### src/rtl/c8_ram.sv
// Generic single-port RAM with registered read.
// No dependencies.
`timescale 1ns / 1ps
`default_nettype none
module c8_ram #(
  parameter int WIDTH = 8,
  parameter int DEPTH = 16
) (
  input  wire logic                     clk_i,
  input  wire logic                     we_i,
  input  wire logic                     re_i,
  input  wire logic [$clog2(DEPTH)-1:0] addr_i,
  input  wire logic [WIDTH-1:0]         wdata_i,
  output logic      [WIDTH-1:0]         rdata_o
);

  logic [WIDTH-1:0] mem_q [DEPTH];

  always_ff @(posedge clk_i) begin
    if (we_i) begin
      mem_q[addr_i] <= wdata_i;
    end
    if (re_i) begin
      rdata_o <= mem_q[addr_i];
    end
  end

endmodule
`default_nettype wire

### config.mk
export PLATFORM = sky130hd
export DESIGN_NAME = c8_ram
export DESIGN_NICKNAME = d
export VERILOG_FILES = /design/src/rtl/c8_ram.sv
export SDC_FILE = /design/constraint.sdc
export NUM_CORES = 1
export LEC_CHECK = 0
export BUFFER_PORTS_ARGS = -buffer_cell sky130_fd_sc_hd__buf_2
export CAP_MARGIN = 10
export CORE_ASPECT_RATIO = 0.5
export CORE_UTILIZATION = 30
export CTS_CLUSTER_DIAMETER = 200
export DETAILED_ROUTE_END_ITERATION = 8
export SLEW_MARGIN = 20
export SYNTH_ARGS = -nofsm -noshare
export SYNTH_HDL_FRONTEND = slang
export SYNTH_SLANG_ARGS = --single-unit
### constraint.sdc
create_clock -name clk_i -period 3.6 [get_ports clk_i]
set_clock_uncertainty 0.2 [all_clocks]
set_input_delay 0.36 -clock clk_i [delete_from_list [all_inputs] [get_ports clk_i]]
set_output_delay 0.36 -clock clk_i [all_outputs]
set_load 0.05 [all_outputs]
==> out/metrics.cfg <==
[critical_path]
r2r_slack_ns = 1.89
cp-end-kind = register
crit_required_ns = 3.55
cp-endpoint = rdata_o[7]
worst_setup_path_start_kind = input pin
crit_fanout = 26
startpoint = addr_i[1]
r2r-start = mem_q[6][7]
cp.arrival_ns = 1.98
r2r-end = rdata_o[7]
critical_path_class = in -> reg
reg2reg_depth = 3

[global_routing]
gr-usage-met1_pct = 14.3
grt_max_degree = 40
grt_antenna_before_repair = 0
grt_pass1_vias = 2467
met3_usage_pct = 4.35
grt_overflow_total = 0
track_usage_pct = 12.0
top_usage_layer = met2
grt_pass1_wl_um = 14700
grt.met2_usage_pct = 19.6

[clock_network]
cts_tree = built
cts_root_buf = clkbuf_16
postCtsResizedCells = 0
hold_buffers = 0
cts_setup_buffers = 0
clk_latency_ns = 0.41
cts.path.max_buffers = 2
cts_made_buffers = 17
cts_htree_levels = 4
cts.sinks = 136
clk_pin_slew_ns = 0.06

[place]
gp_congestion = 0.771
hpwl_um = 6370
dp_cells = 481
dp_slack_ns = 1.13
io_buffers = 22

[finish]
final_core_util_pct = 37.5
antenna_cells = 0
final_cell_mix = edfxtp_1 (136), mux4_2 (32), buf_2 (22)
drive_above_1_share_pct = 35.0
fill_cells = 1463
area_growth_syn_to_layout_pct = 20.6
layout_commonest_cell = edfxtp_1
final_nets = 288
layoutNonFillerInstCount = 513

[die]
rows = 33
die_x_um = 187
fp.coreArea_um2 = 16600
pin_count = 23
die_y_um = 94.6
die_area_um2 = 17700
initial_core_util_pct = 31.1

[yosys]
synth_area_leaders = edfxtp_1 (79%), mux4_2 (14%), a22oi_1 (2.3%), nor2_1 (0.95%), nand2_1 (0.66%)
synthCells = 230
syn_nets = 245
synth_cell_type_count = 17
syn_area_um2 = 5150
yosysTopAreaCell = edfxtp_1
ys_warn_count = 0
synth.avg_cell_area_um2 = 22.4
synth_top_area_share_pct = 79.3
ys_ff_latch = 136
ys_seq_area_share_pct = 79.3

[drt]
drt-total-wl_um = 9690
vias_per_cell = 4.62
firstDrtPassIters = 7
vias = 2372
drt-initial-drc-count = 177
wl_per_cell_um = 18.9
ant_nets = 0
drc = 0

[timing]
worst_slack_ns = 1.58
slew_viol_final = 0
relSlewSlack_pct = 46.9
tns_ns = 0
fin_crit_ns = 2.02
max_freq_mhz = 494
rsz0062_at_grt = false
hold_viol_final = 0
setup_viol = 0
holdWs_ns = 0.114
period_share_pct = 56.2
worstMarginPinSlew_ns = 0.794

[job]
drv_cap = 0

[power_and_ir_drop]
leakage_uw = 0.00200
ir_drop_uv = 295
p_per_area_nw_per_um2 = 602

[status]
status = finished, final reports clean

[min_path]
hold_path.class = in -> reg

[registers in the layout (all words and copies together), names as in the netlist]
signal / cells
mem_q: 128
rdata_o: 8
[worst max-delay path, stage by stage]
cell and delay [ns]:
buf_2 0.51, buf_4 0.35, mux4_2 0.33, a22oi_1 0.30, nand2_1 0.11
[metal layers]
| layer | routed length [um] | vias to the layer above |
|---|---|---|
| li1 | - | 1062 |
| met1 | 4190 | 1228 |
| met2 | 4770 | 68 |
| met3 | 578 | 14 |
| met4 | 161 | 0 |
| met5 | 0 | - |
[kinds of logic after synthesis]
family                 synth area share [%]
AND/OR/NAND/NOR                        3.16
buffers and inverters                  1.17
flip-flops                             79.3
AO/OA/AOI/OAI                          2.33
multiplexers                           14.0
[cell type report]
cell class                      instances  area, um2  area share (%)
Timing Repair Buffer                   35        220            3.55
Clock inverter                         15        184            2.96
Clock buffer                           17        425            6.85
Sequential cell                       136       4080            65.8
Multi-Input combinational cell         83       1010            16.3
Tap cell                              227        284            4.58
[Yosys cell counts, drive strengths merged]
master	instances
edfxtp	136
nand3b	2
buf	8
nand2b	2
nor3	4
and2	1
or3b	1
nor2b	2
nor2	13
nand3	1
clkbuf	3
mux4	32
a22oi	16
nand2	9
[worst min-delay path by stage]
stage,depth (start not counted),start,end
6_report,1,re_i,rdata_o[6]
5_1_grt,1,re_i,rdata_o[0]
4_1_cts,1,re_i,rdata_o[6]
3_5_place_dp,1,re_i,rdata_o[0]
3_3_place_gp,1,re_i,rdata_o[0]
2_1_floorplan,0,wdata_i[0],mem_q[0][0]
[metrics by stage]
stage	power, uW	instance area (um2)
final	3740	6210
after global routing	3850	6210
after CTS	3770	6200
after detailed placement	2020	5590
after global placement	2010	5590
after floorplan	1940	5150
[power breakdown]
group / internal [uW] / switching [uW] / leakage, uW
Combinational: 66.6 / 120 / 0.000471
Sequential: 1790 / 9.33 / 0.00124
Clock: 1150 / 612 / 0.000292
Total: 3000 / 742 / 0.00200
Power figures use the tool's default switching activity.
